===== src/sv/vdb_prio.sv =====
`default_nettype none
// Lowest-index match over the cell row, as a priority scan from the top index down.
module vdb_prio #(
   parameter int unsigned N = 256,
   parameter int unsigned W = 8
) (
   input  wire logic [N-1:0] hits,
   output logic             any,
   output logic [W-1:0]     index
);
   always_comb begin
      any = 1'b0;
      index = '0;
      for (int i = N - 1; i >= 0; i--) begin
         if (hits[i]) begin
            any = 1'b1;
            index = W'(i);
         end
      end
   end
endmodule
`default_nettype wire


===== config.mk =====
export PLATFORM = sky130hd
export DESIGN_NAME = vdb_prio
export DESIGN_NICKNAME = d
export VERILOG_FILES = /design/src/sv/vdb_prio.sv
export SDC_FILE = /design/constraint.sdc
export NUM_CORES = 1
export LEC_CHECK = 0
export ABC_AREA = 1
export BUFFER_PORTS_ARGS = -buffer_cell sky130_fd_sc_hd__buf_2
export CAP_MARGIN = 20
export CORE_UTILIZATION = 30
export DETAILED_ROUTE_END_ITERATION = 10
export PLACE_DENSITY = 0.71
export SYNTH_ARGS = -nofsm -noshare
export SYNTH_HDL_FRONTEND = slang
export SYNTH_SLANG_ARGS = --single-unit

===== constraint.sdc =====
create_clock -name vclk -period 11.9
set_clock_uncertainty 0.15 [all_clocks]
set_input_delay 0.595 -clock vclk [all_inputs]
set_output_delay 0.595 -clock vclk [all_outputs]
set_load 0.05 [all_outputs]

==> impl_results.md <==
* Initial DRC count at 217
* Mapped Area at 0.004207 mm²
* Worst min-delay path startpoint: hits[0]
* Fin crit share at 112.6%
* Num sequential at 0
* Crit path max fanout at 2
* Vias in the first global route at 5235
* Critical Path Max Stage Delay at 0.17 ns
* Syn. warnings at 0
* Result of the run: complete, but fails checks
* Pre-CTS setup slack at -1.769 ns
* WS Path Type: in -> out
* Crit path launch type: input port
* Die H at 120.4 µm
* Largest net degree at the start of global routing at 5
* Mean Syn Cell Area at 4.301 µm²
* Worst-Margin Slew at 0.6286 ns
* Hold depth at 3
* Total GRT Usage at 17.70%
* Share of cells above drive strength 1 at 25.08%
* Yosys top cell area share at 38.28%
* Net Sw Frac at 49.47%
* Syn_nets at 1234
* GRT overflow at 0
* Post-CTS Setup Inserts at 0
* Area contributors post-synth: nand2_1 38%, inv_1 21%, nor2_1 17%
* Die outline area at 0.01450 mm²
* Final WS setup at -1.496 ns
* I/O Buffers at 265
* Antenna Nets Post-Route at 0
* Reg power frac at 0%
* Peak VDD IR at 0.01654 mV
* CP Data Required Time at 11.16 ns
* Clk pwr share at 0%
* Final hold violations at 0
* P per Cell Area at 25.99 mW/mm²
* Filler Cell Count at 1621
* Most frequent cells after synthesis: 429 x nand2_1, 237 x inv_1, 188 x nor2_1
* Design Power at 0.0001529 W
* DP HPWL at 12.66 mm
* Post-Route WL at 13.36 mm
* Area Overhead vs Synth at 39.83%
* P_int at 0.00007724 W
* Final instance area at 0.005882 mm²
* Comb power frac at 100.0%
* Initial antenna violation count at 4
* Final setup fails at 1
* Max Slew Vio Count at 0
* Final Util at 43.72%
* Core area at 0.01345 mm²
* Placer's final routability congestion estimate at 0.8489
* Die Width at 120.4 µm
* Fmax at 0.07465 GHz
* Psw at 0.00007562 W
* CP max stage cell: buf_6
* Top-count cell post-synth: nand2_1
* Max-cap viol count at 0
* Slew margin rel. at 57.71%
* Failing checks: negative setup slack
* Unrepaired setup endpoints after global routing: yes
* # rows at 42
* Cts hold-fix bufs at 0
* Area leader, netlist: nand2_1
* Hold EP: index[0]
* Hold Crit Class: in -> out
* I/O pin total at 265
* CP Capture Type: output pin
* Layout Nets at 1514
* Global-route wire length before repair at 21.59 mm
* Register area share after synthesis at 0%
* Avg Vias per Cell at 4.092
* Most frequent CP cell: nand2_1
* DRC Markers at 0
* Drt first pass iters at 4
* Multi-input logic area at 0.002882 mm²
* Fin crit period at 13.40 ns
* Cell Area, Placed at 0.005858 mm²
* FF+latch area at 0 µm²
* Leak at 4.009 nW
* Worst EP arrival at 12.65 ns
* # clk buffers at 0
* Routed vias at 5876
* Post-synthesis cell type count at 25
* Mapped Cells at 978
* Routed wire length per instance at 9.304 µm
* Initial Util at 31.27%
-- area by class of cell --
class | instances | area share [%]
inverter | 269 | 22.78
antenna | 4 | 0.1702
tap | 176 | 3.744
timing repair buffer | 278 | 24.31
multi-input combinational | 709 | 48.99
-- through the flow --
stage,std cells,setup TNS [ns],hold slack (ns)
3_5_place_dp,1432,-1.769,1.393
2_1_floorplan,978,-0.2928,1.092
5_1_grt,1436,-4.327,1.353
4_1_cts,1432,-1.686,1.354
3_3_place_gp,1432,-1.584,1.385
6_report,1436,-1.496,1.349
-- worst max-delay path by stage --
stage               startpoint  slack (ns)  endpoint  cells past startpoint
global placement     hits[254]       -1.58  index[0]                    255
finish               hits[254]       -1.50  index[0]                    255
global route         hits[254]       -4.33  index[0]                    255
floorplan            hits[254]       -0.29  index[0]                    253
detailed placement   hits[254]       -1.77  index[0]                    255
CTS                  hits[254]       -1.69  index[0]                    255
-- placed cells by master, fill, tap and decap left out, types with 8 or more instances in the layout --
| master | n |
|---|---|
| nand2_1 | 426 |
| buf_2 | 264 |
| inv_1 | 237 |
| nor2_1 | 188 |
| bufinv_8 | 24 |
| nand3_1 | 18 |
| buf_4 | 13 |
| nor3_1 | 12 |
| nor4_1 | 11 |
| o21ai_0 | 11 |
| inv_2 | 8 |
| a21oi_1 | 8 |
-- power groups by stage --
| stage | combinational (W) | clock (W) | sequential, W |
|---|---|---|---|
| floorplan | 0.0000835 | 0 | 0 |
| global placement | 0.000151 | 0 | 0 |
| detailed placement | 0.000153 | 0 | 0 |
| CTS | 0.000154 | 0 | 0 |
| global route | 0.000176 | 0.0000000000450 | 0 |
| finish | 0.000153 | 0.0000000000450 | 0 |
-- layer usage --
metal | global-route usage [%] | vias to the layer above | wire [µm]
met5 | 0 | - | 0
li1 | - | 3376 | -
met1 | 21.83 | 2327 | 6016
met3 | 1.509 | 12 | 715
met2 | 33.51 | 161 | 6423
met4 | 2.778 | 0 | 206
-- kinds of logic (layout without fill, tap and decap cells) --
family	after synthesis	after routing	share of synthesized area, %
compound gates	44	44	6.812
buf+inv	269	547	31.86
other cells	0	4	0
simple gates	665	665	61.33
-- critical path, delay by kind of cell --
kind | cells | cell delay, ns
simple gates | 251 | 11.68
buf+inv | 3 | 0.31
compound gates | 1 | 0.12
-- what timing repair did --
item | CTS | global route
pin swaps | 0 | 2
setup endpoints to repair | 1 | 1
resized for setup | 4 | 1
(Power assumes the default switching activity.)
