--- src/sv/vdb_pkg.sv ---
`default_nettype none
package vdb_pkg;
   localparam int unsigned FloatWidth = 32;
   localparam int unsigned IndexWidth = 8;

   typedef logic [FloatWidth-1:0] float_type;

   typedef struct packed {
      float_type x;
      float_type y;
      float_type z;
   } vec_type;

   typedef enum logic [2:0] {
      ST_IDLE = 3'b001,
      ST_LOOK = 3'b010,
      ST_SEND = 3'b100
   } state_type;

   function automatic logic f_nan(input float_type a);
      return a[30:0] > 31'h7F800000;
   endfunction

   function automatic logic f_eq(input float_type a, input float_type b);
      if (f_nan(a) || f_nan(b)) return 1'b0;
      if (((a | b) & 32'h7FFFFFFF) == 32'h0) return 1'b1;
      return a == b;
   endfunction

   function automatic logic f_lt(input float_type a, input float_type b);
      if (f_nan(a) || f_nan(b)) return 1'b0;
      if (((a | b) & 32'h7FFFFFFF) == 32'h0) return 1'b0;
      if (a[31] && !b[31]) return 1'b1;
      if (!a[31] && b[31]) return 1'b0;
      if (!a[31]) return a < b;
      return a > b;
   endfunction
endpackage
`default_nettype wire

--- src/sv/vdb_cell.sv ---
`default_nettype none
// One table slot. The key is held on the shared search bus; the cell reports
// a match, and on an append it loads the word when its left neighbor is valid and it is not.
module vdb_cell (
   input  wire logic            clock,
   input  wire logic            reset,
   input  wire logic            valid_prev,
   input  wire logic            load,
   input  wire vdb_pkg::vec_type key,
   output logic                 valid,
   output logic                 hit
);
   vdb_pkg::vec_type data_ff;
   logic valid_ff, valid_in;

   assign valid_in = valid_ff | (load & valid_prev);
   always_ff @(posedge clock) begin
      if (reset) valid_ff <= 1'b0;
      else valid_ff <= valid_in;
      if (load && valid_prev && !valid_ff) data_ff <= key;
   end
   assign valid = valid_ff;
   assign hit = valid_ff && vdb_pkg::f_eq(data_ff.x, key.x)
      && vdb_pkg::f_eq(data_ff.y, key.y) && vdb_pkg::f_eq(data_ff.z, key.z);
endmodule
`default_nettype wire

--- config.mk ---
export PLATFORM = sky130hd
export DESIGN_NAME = vdb_cell
export DESIGN_NICKNAME = d
export VERILOG_FILES = /design/src/sv/vdb_pkg.sv /design/src/sv/vdb_cell.sv
export SDC_FILE = /design/constraint.sdc
export NUM_CORES = 1
export LEC_CHECK = 0
export BUFFER_PORTS_ARGS = -buffer_cell sky130_fd_sc_hd__buf_2
export CAP_MARGIN = 15
export CORE_ASPECT_RATIO = 0.5
export CORE_UTILIZATION = 61
export CTS_CLUSTER_SIZE = 20
export DETAILED_ROUTE_END_ITERATION = 8
export HOLD_SLACK_MARGIN = 0.15
export PLACE_DENSITY = 0.86
export SYNTH_ARGS = -nofsm -noshare
export SYNTH_HDL_FRONTEND = slang
export SYNTH_SLANG_ARGS = --single-unit
--- constraint.sdc ---
create_clock -name clock -period 11.4 [get_ports clock]
set_input_delay 0.57 -clock clock [delete_from_list [all_inputs] [get_ports clock]]
set_output_delay 0.57 -clock clock [all_outputs]
set_load 0.01 [all_outputs]
==> results of run 1 <==
==> worst max-delay path by stage <==
stage	from	endpoint	slack, ps	cells past startpoint
2_1_floorplan	load	data_ff[0]	6190	2
3_3_place_gp	key[89]	hit	8410	9
3_5_place_dp	key[88]	hit	8390	9
4_1_cts	data_ff[88]	hit	8300	8
5_1_grt	data_ff[92]	hit	8190	8
6_report	data_ff[90]	hit	8290	8
==> where the power goes <==
part           internal (mW)  leakage, nW  switching (mW)  total [mW]
sequential             0.411        0.902         0.00789       0.419
combinational         0.0353         2.21          0.0498      0.0851
clock                  0.190        0.150           0.126       0.316
==> final cells by class <==
| type | count | area share [%] |
|---|---|---|
| sequential | 97 | 43.6 |
| multi-input combinational | 242 | 30.9 |
| inverter | 186 | 10.5 |
| timing repair buffer | 103 | 8.13 |
| clock buffer | 9 | 3.39 |
| tap | 117 | 2.20 |
| clock inverter | 7 | 1.28 |
==> per-stage QoR <==
stage / cell area [um^2] / hold WS [ps] / utilization, % / total power [mW] / cells
final: 6650 / 385 / 75.3 / 0.820 / 761
after global routing: 6650 / 381 / 75.3 / 0.853 / 761
after CTS: 6620 / 382 / 75.0 / 0.824 / 760
after detailed placement: 6310 / 579 / 71.5 / 0.510 / 744
after global placement: 6310 / 577 / 71.5 / 0.505 / 744
after floorplan: 5650 / 537 / - / 0.467 / 525
==> logic make-up after synthesis <==
| logic type | synth area share [%] |
|---|---|
| adder cells (fa/ha/maj) | 20.6 |
| XOR/XNOR | 0.465 |
| flip-flops | 51.4 |
| buffers and inverters | 12.4 |
| AO/OA/AOI/OAI | 0.886 |
| AND/OR/NAND/NOR | 14.3 |
==> cells in the final DEF (no fill, tap or decap) <==
cell type   count
buf_4           1
nor3_1         12
nand4_1        43
o22ai_1         1
and4_1          2
ha_1           93
inv_1         186
nor4_1         55
nor2_4          1
nor4_2          1
edfxtp_1       96
nor2_1          7
buf_16          1
buf_2         101
clkinv_1        2
nand2_1        10
clkinv_2        2
nand3_1         4
or4_1           2
a21oi_1         2
clkinvlp_4      1
bufinv_16       2
clkbuf_16       9
o311ai_1        1
dfxtp_1         1
o21ai_0         5
xnor2_1         3
==> metal layers <==
layer / global-route usage, % / part of all wire, % / vias up / wire (um)
li1: - / - / 2062 / -
met1: 30.9 / 42 / 1971 / 5010
met2: 46.3 / 50 / 126 / 5920
met3: 6.45 / 5.9 / 19 / 702
met4: 8.06 / 1.7 / 0 / 196
met5: 0 / 0 / - / 0
==> synthesized netlist by cell type <==
cell type | count | area (um^2)
nand4_1 | 43 | 269
nor4_1 | 55 | 344
or4_1 | 2 | 15.0
a21oi_1 | 2 | 10.0
nor4_2 | 1 | 12.5
nand2_1 | 10 | 37.5
ha_1 | 93 | 1160
dfxtp_1 | 1 | 20.0
edfxtp_1 | 96 | 2880
inv_1 | 186 | 698
o22ai_1 | 1 | 6.26
nor2_1 | 8 | 30.0
xnor2_1 | 3 | 26.3
nand3_1 | 4 | 20.0
o21ai_0 | 5 | 25.0
nor3_1 | 12 | 60.1
and4_1 | 2 | 17.5
o311ai_1 | 1 | 8.76
==> worst register-to-register path, delay by kind of cell (launching register included) <==
family | cells | cell delay, ps
buf+inv | 2 | 630
flops | 1 | 370
simple gates | 1 | 110
==> registers in the layout, indices dropped and copies added (netlist names) <==
signal / flops
valid: 1
data_ff: 96
==> summary.md, run 1 <==
| Metric | Value |
|---|---|
| Status | finished, final reports clean |
| R2r startpoint | valid |
| WHS Endpoint | valid |
| CTS tree | built |
| Data required, critical path | 10,830 ps |
| Drt pass-1 iters | 4 |
| RSZ-0062 raised after global routing | false |
| Number of fill cells | around 600 |
| Area of the multi-input gates | a little over 0.002 mm^2 |
| Pins Over Slew Limit | 0 |
| FF-to-FF setup slack | between 9000 and 10,000 ps |
| H-tree depth | 3 |
| Tightest Pin Transition | roughly 430 ps |
| Drt wl/cell | about 16 um |
| Endpoints failing setup | 0 |
| Drc violations | 0 |
| Post-CTS Setup Repair Bufs | 0 |
| P per Cell Area | about 120 mW/mm^2 |
| # nets final | between 800 and 900 |
| GRT Total Usage | 25.9% |
| Relative slew slack | a little under three quarters |
| Clock sinks | 97 |
| Post-DR vias/cell | roughly 5.5 |
| Max Cap Viol | 0 |
| Storage cell area | ~0.0029 mm^2 |
| Port bufs | roughly 100 |
| Post-synthesis sequential area ratio | slightly above 50% |
| Die X | between 100 and 150 um |
| CP max stage delay | 550 ps |
| Mapped Avg Cell Area | about 11 um^2 |
| Number of register bits inferred by synthesis | just under 100 |
| WP data arrival | ~2500 ps |
| Achievable Freq | 322 MHz |
| Worst-skew pair later-pin latency | between 300 and 400 ps |
| Share of layout cells above drive strength 1 | between 10% and 20% |
| Worst-path maximum fanout | 2 |
| Vias in the first global route | about 4.3k |
| Die Footprint | ~0.0097 mm^2 |
| Die Y | between 70 and 80 um |
| Clock buffer depth | 2 |
| Hold_buf cts | 0 |
| GP Congestion | 0.912 |
| Routed vias | between 4k and 5k |
| Final period utilization | roughly 27% |
| Hold path depth | 2 |
| Crit-path leading delay family | simple AND/OR/NAND/NOR gates |
| Post-CTS sizing | 0 |
| R2r endpoint | data_ff[64] |
| Largest net degree at the start of global routing | 97 |
| Fin crit period | between 3000 and 4000 ps |
| Initial Utilization | a little under two thirds |
| Setup WS post-layout | 8290 ps |
| CTS Root Cell | clkbuf_16 |
| First-pass GRT wire length | between 15,000 and 20,000 um |
| First-iteration detailed-routing DRC count | between 200 and 250 |
| Crit path cell chain | inv_1 > ha_1 > nand4_1 > or4_1 > nor4_1 > o22ai_1 > nor4_2 > buf_2 |
| Mapped Area | between 0.005 and 0.006 mm^2 |
| Area Growth Syn to Fin | 17.8% |
| Total wire length | roughly 12,000 um |
| Grt ovf | 0 |
| Worst Path Buf+Inv | 2 |
| LEAKAGE | ~3.3 nW |
| Synthesized Nets | a little over 700 |
| Area of the core | 0.00883 mm^2 |
| Hold Path Class | input port to flip-flop |
| Crit path launch type | flip-flop |
| CTS buffer count | 9 |
| Mapped Cells | ~530 |
| YS warnings | 0 |
| Clock transition at path regs | 60 ps |
| Diodes inserted | 0 |
| Final hold violations | 0 |
| Worst VDD drop | 0.0772 mV |
| CP max-delay cell | or4_1 |
| Row cnt | 24 |
| Worst Reg-to-Reg Cells | 3 |
| Clock skew | roughly 4.5 ps |
| DPL Wire Length | 9500 um |
| Hold path startpoint | reset |
| Synth cell types | 18 |
| Io pins | between 100 and 150 |
| CP endpoint kind | output port |
| Setup TNS | 0 ps |
| Antenna Nets Post-Route | 0 |
| Placement Setup Slack | around 8400 ps |
| Crit path kind | flip-flop to output port |
| Antenna violations before repair | 0 |
(Power assumes the default switching activity.)
==> inputs of run 2 (changes only) <==
--- a/config.mk
+++ b/config.mk
@@ -8,11 +8,11 @@
 export BUFFER_PORTS_ARGS = -buffer_cell sky130_fd_sc_hd__buf_2
 export CAP_MARGIN = 15
 export CORE_ASPECT_RATIO = 0.5
-export CORE_UTILIZATION = 61
+export CORE_UTILIZATION = 51
 export CTS_CLUSTER_SIZE = 20
 export DETAILED_ROUTE_END_ITERATION = 8
 export HOLD_SLACK_MARGIN = 0.15
-export PLACE_DENSITY = 0.86
+export PLACE_DENSITY = 0.77
 export SYNTH_ARGS = -nofsm -noshare
 export SYNTH_HDL_FRONTEND = slang
 export SYNTH_SLANG_ARGS = --single-unit
==> constraint.sdc (replaced) <==
create_clock -name clock -period 2.5 [get_ports clock]
set_input_delay 0.125 -clock clock [delete_from_list [all_inputs] [get_ports clock]]
set_output_delay 0.125 -clock clock [all_outputs]
set_load 0.01 [all_outputs]
==> summary.md, run 2 (synthesis results as in run 1) <==
| Metric | Value |
|---|---|
| CTS buffer count | 9 |
| Crit path kind | input port to output port |
| Placement Setup Slack | -149 ps |
| Switching Share | 23.5% |
| CTS Root Cell | clkbuf_16 |
| Crit path launch type | input port |
| Data required, critical path | between 2000 and 2500 ps |
| Die Footprint | between 0.01 and 0.015 mm^2 |
| Share of layout cells above drive strength 1 | between 10% and 20% |
| Row cnt | 26 |
| Number of flip-flops under the largest register name | 96 |
| Clock skew | 6.34 ps |
| Drt pass-1 iters | 4 |
| Commonest non-fill, non-tap cell in the layout | inv_1 |
| GP Congestion | about 0.86 |
| Relative slew slack | between 50% and 60% |
| Die Y | about 76 um |
| Worst-path maximum fanout | 3 |
| Largest net degree at the start of global routing | 56 |
| Area of the multi-input gates | roughly 0.0021 mm^2 |
| First-pass GRT wire length | around 24,000 um |
| Area of the core | 0.0105 mm^2 |
| Most frequent cells in the layout | 185 x inv_1, 101 x buf_2, 98 x dlygate4sd3_1, 96 x edfxtp_1, 93 x ha_1 |
| Worst-skew pair later-pin latency | approximately 350 ps |
| Top reg by flops | data_ff |
| Storage cell area | between 0.002 and 0.003 mm^2 |
| Routed vias | approximately 4.7k |
| Total wire length | 14,700 um |
| Setup TNS | -118 ps |
| First-iteration detailed-routing DRC count | slightly above 400 |
| Combinational Power Share | 13.3% |
| CP endpoint kind | output port |
| Drt wl/cell | ~17 um |
| Clock power share | between 30% and 40% |
| Setup WS post-layout | -118 ps |
| WP data arrival | 2490 ps |
| Final hold violations | 0 |
| Initial Utilization | 53.9% |
| Status | finished, violations left |
| # nets final | 930 |
| Vias in the first global route | between 4k and 5k |
| Clock transition at path regs | approximately 70 ps |
| Antenna violations before repair | 0 |
| Grt ovf | 0 |
| Violated checks | setup timing |
| LEAKAGE | 3.70 nW |
| CTS tree | built |
| Power Internal | 3.02 mW |
| DPL Wire Length | a little under 10,000 um |
| Endpoints failing setup | 1 |
| Tightest Pin Transition | approximately 700 ps |
| Drc violations | 0 |
| Final period utilization | 105% |
| Antenna Nets Post-Route | 0 |
| Achievable Freq | roughly 380 MHz |
| Fin crit period | between 2000 and 3000 ps |
| Port bufs | 101 |
| Post-CTS Setup Repair Bufs | 0 |
| Reg power frac | 48.4% |
| H-tree depth | 3 |
| GRT Total Usage | roughly 27% |
| Area Growth Syn to Fin | 36.4% |
| Hold Path Class | input port to flip-flop |
| Max Cap Viol | 0 |
| Diodes inserted | 0 |
| Io pins | 102 |
| Clock buffer depth | 2 |
| NetSw | approximately 0.9 mW |
| Number of fill cells | around 690 |
| Post-DR vias/cell | roughly 5.3 |
| Pins Over Slew Limit | 0 |
| Worst VDD drop | 0.365 mV |
| Clock sinks | 97 |
| RSZ-0062 raised after global routing | true |
| Die X | approximately 150 um |
| P per Cell Area | approximately 500 mW/mm^2 |
[run 2: cell count changes in the layout (fill, tap and decap cells not counted), moves of 2 or more]
| cell | delta |
|---|---|
| nor4_1 | -3 |
| inv_6 | +2 |
| clkinv_1 | -2 |
| dlygate4sd3_1 | +98 |
| clkinv_2 | -2 |
| nor4_2 | +2 |
[run 2: final cells by class]
cell class	instances	area share, %
Clock buffer	9	2.92
Clock inverter	7	1.32
Inverter	186	9.07
Multi-Input combinational cell	242	27.2
Sequential cell	97	37.7
Tap cell	140	2.27
Timing Repair Buffer	201	19.5
[run 2: worst max-delay path: stages]
cell and delay, ps:
dlygate4sd3_1 560, buf_2 150, inv_1 50, ha_1 310, nor4_2 350, nand4_1 180, nor3_1 270, o22ai_2 120
nor4_2 190, buf_2 180
[run 2: power by group through the flow]
stage | clock, mW | combinational (mW) | sequential [mW]
after detailed placement | 0 | 0.384 | 1.94
after global routing | 1.60 | 0.586 | 1.92
final | 1.51 | 0.525 | 1.91
after CTS | 1.53 | 0.507 | 1.91
after global placement | 0 | 0.367 | 1.94
after floorplan | 0 | 0.189 | 1.94
[run 2: routing by layer]
| metal | GRT usage, % | vias to the layer above | routed length (um) | part of all wire (%) |
|---|---|---|---|---|
| li1 | - | 2252 | - | - |
| met1 | 32.6 | 2237 | 6210 | 42 |
| met2 | 47.8 | 172 | 7340 | 50 |
| met3 | 5.69 | 40 | 724 | 4.9 |
| met4 | 10.0 | 0 | 395 | 2.7 |
| met5 | 0 | - | 0 | 0 |
[run 2: stage by stage]
step	hold WS [ps]	utilization, %	std cells	cell area, um^2	power, mW
finish	517	73.5	882	7700	3.95
detailed placement	295	60.6	768	6350	2.33
CTS	499	73.4	882	7690	3.94
global route	515	73.5	882	7700	4.10
floorplan	197	-	525	5650	2.12
global placement	284	60.6	768	6350	2.31
[run 2: timing repair]
action | in CTS | in global routing
endpoints found under the setup margin | 1 | 1
hold buffers | 98 | 0
pin swaps | 3 | 0
resized for setup | 6 | 2
hold endpoints to repair | 97 | 0
[run 2: final timing paths]
check             startpoint           to  slack (ps)  cells past startpoint
setup / recovery      key[6]          hit        -120                     10
hold / removal       key[50]  data_ff[50]         520                      2
setup reg to reg       valid   data_ff[3]        1030                      2
hold reg to reg        valid  data_ff[42]        1000                      2
==> inputs of run 3 (changes only) <==
--- a/config.mk
+++ b/config.mk
@@ -8,11 +8,12 @@
 export BUFFER_PORTS_ARGS = -buffer_cell sky130_fd_sc_hd__buf_2
 export CAP_MARGIN = 15
 export CORE_ASPECT_RATIO = 0.5
-export CORE_UTILIZATION = 51
+export CORE_MARGIN = 5
+export CORE_UTILIZATION = 56
 export CTS_CLUSTER_SIZE = 20
 export DETAILED_ROUTE_END_ITERATION = 8
 export HOLD_SLACK_MARGIN = 0.15
-export PLACE_DENSITY = 0.77
+export PLACE_DENSITY = 0.8
 export SYNTH_ARGS = -nofsm -noshare
 export SYNTH_HDL_FRONTEND = slang
 export SYNTH_SLANG_ARGS = --single-unit
==> constraint.sdc (replaced) <==
create_clock -name clock -period 2.64 [get_ports clock]
set_input_delay 0.132 -clock clock [delete_from_list [all_inputs] [get_ports clock]]
set_output_delay 0.132 -clock clock [all_outputs]
set_load 0.01 [all_outputs]
==> summary.md, run 3 (synthesis results as in run 1) <==
| Metric | Value |
|---|---|
| Status | finished, final reports clean |
| Vias in the first global route | around 5.2k |
| Setup WS post-layout | 33.2 ps |
| Number of flip-flops under the largest register name | 96 |
| Port bufs | between 100 and 150 |
| Endpoints failing setup | 0 |
| Total wire length | between 15,000 and 20,000 um |
| Routed vias | about 4.8k |
| LEAKAGE | approximately 3.7 nW |
| Fin crit period | 2610 ps |
| Row cnt | 25 |
| Util after Layout | about four fifths |
| Worst-skew pair later-pin latency | about 340 ps |
| Drt wl/cell | 17.7 um |
| Pins Over Slew Limit | 0 |
| Top reg by flops | data_ff |
| First-pass GRT wire length | about 25,000 um |
| Post-Route M1 WL | approximately 6000 um |
| CP max-delay cell | dlygate4sd3_1 |
| Placed Instance Area | 0.00635 mm^2 |
| Placement Setup Slack | roughly 400 ps |
| Die X | roughly 150 um |
| Tightest Pin Transition | around 530 ps |
| Worst VDD drop | approximately 0.31 mV |
| Setup TNS | 0 ps |
| GRT Total Usage | roughly a quarter |
| H-tree depth | 3 |
| Routed wl met3 | ~1000 um |
| CTS tree | built |
| Post-DR vias/cell | around 5.4 |
| Share of layout cells above drive strength 1 | between 10% and 20% |
| P per Cell Area | approximately 470 mW/mm^2 |
| Die Y | a little over 80 um |
| Relative slew slack | between 60 and 70% |
| Max Cap Viol | 0 |
| Antenna Nets Post-Route | 0 |
| Clock skew | approximately 7 ps |
| GP Congestion | between 0.8 and 0.9 |
| First-iteration detailed-routing DRC count | approximately 360 |
| CTS buffer count | 9 |
| Post-CTS Setup Repair Bufs | 0 |
| Number of fill cells | 559 |
| Crit-path most repeated cell | buf_2 |
| Die Footprint | between 0.01 and 0.015 mm^2 |
| Area Growth Syn to Fin | 36.4% |
| Clock sinks | just under 100 |
| CTS Root Cell | clkbuf_16 |
| Largest net degree at the start of global routing | just under 100 |
| WP data arrival | 2470 ps |
| Area of the core | 0.00963 mm^2 |
| Io pins | a little over 100 |
| Commonest non-fill, non-tap cell in the layout | inv_1 |
| CP endpoint kind | output port |
| Antenna violations before repair | 0 |
| DPL Wire Length | 9780 um |
| Storage cell area | ~0.0029 mm^2 |
| Initial Utilization | about three fifths |
| Most frequent cells in the layout | 186 x inv_1, 101 x buf_2, 98 x dlygate4sd3_1, 96 x edfxtp_1, 93 x ha_1 |
| Clock buffer depth | 2 |
| Data required, critical path | around 2500 ps |
| Achievable Freq | between 300 and 400 MHz |
| Finished Cell Area | slightly below 0.008 mm^2 |
| Crit path kind | input port to output port |
| # nets final | approximately 930 |
| Area of the multi-input gates | ~0.0021 mm^2 |
| Drc violations | 0 |
| Grt ovf | 0 |
| Crit path cell chain | dlygate4sd3_1 > buf_2 > nor4_1 > nand4_1 > o21ai_0 > o311ai_1 > nor4_2 > buf_2 |
| Crit path launch type | input port |
| Worst-path maximum fanout | 3 |
| Drt pass-1 iters | 4 |
| Tot Pwr | roughly 3.7 mW |
| Final hold violations | 0 |
| Final period utilization | between 90% and 100% |
| CP max stage delay | between 500 and 600 ps |
| Max layer used | met4 |
| Clock transition at path regs | ~70 ps |
| Hold Path Class | input port to flip-flop |
| Met2 WL | 7960 um |
==> run 3: cell types whose count changed in the layout (fill, tap and decap cells not counted), sizes merged <==
cell and change:
buf -1, clkbuf +4, clkinvlp -2, clkinv +1, diode +1, bufinv -1
inv -2
==> run 3: path summary, 6_finish.rpt <==
check | start | endpoint | slack (ps) | cells after the start
setup / recovery | key[35] | hit | 30 | 8
hold reg to reg | valid | data_ff[91] | 970 | 2
setup reg to reg | valid | data_ff[36] | 1280 | 2
hold / removal | valid_prev | data_ff[91] | 500 | 4
==> run 3: critical path, delay by kind of cell <==
family | cells | cell delay (ps)
buffers and inverters | 3 | 880
and+or+nand+nor | 3 | 780
AOI/OAI and AO/OA | 2 | 680
==> run 3: per-stage QoR <==
stage,std cells,hold WS [ps]
6_report,877,500
5_1_grt,876,521
4_1_cts,876,511
3_5_place_dp,762,291
3_3_place_gp,762,290
2_1_floorplan,525,204
==> run 3: repair_timing <==
item,in CTS,in global routing
hold buffers,98,0
setup endpoints to repair,0,1
gates resized for setup,0,11
hold endpoints to repair,97,0
==> run 3: layout make-up <==
class / instances / share of cell area [%]
Antenna cell: 1 / 0.0325
Clock buffer: 13 / 3.38
Clock inverter: 3 / 0.520
Inverter: 186 / 9.07
Multi-Input combinational cell: 242 / 27.6
Sequential cell: 97 / 37.7
Tap cell: 135 / 2.19
Timing Repair Buffer: 200 / 19.6
==> run 3: metal layers <==
layer | vias to the layer above | global-route usage [%]
met4 | 0 | 11.1
met3 | 50 | 6.65
met5 | - | 0
li1 | 2253 | -
met2 | 194 | 48.7
met1 | 2272 | 28.7
==> run 3: report_power, final <==
part | internal (mW) | switching (mW) | leakage (nW)
Clock | 0.784 | 0.555 | 0.150
Sequential | 1.77 | 0.0352 | 0.902
Combinational | 0.251 | 0.258 | 2.67
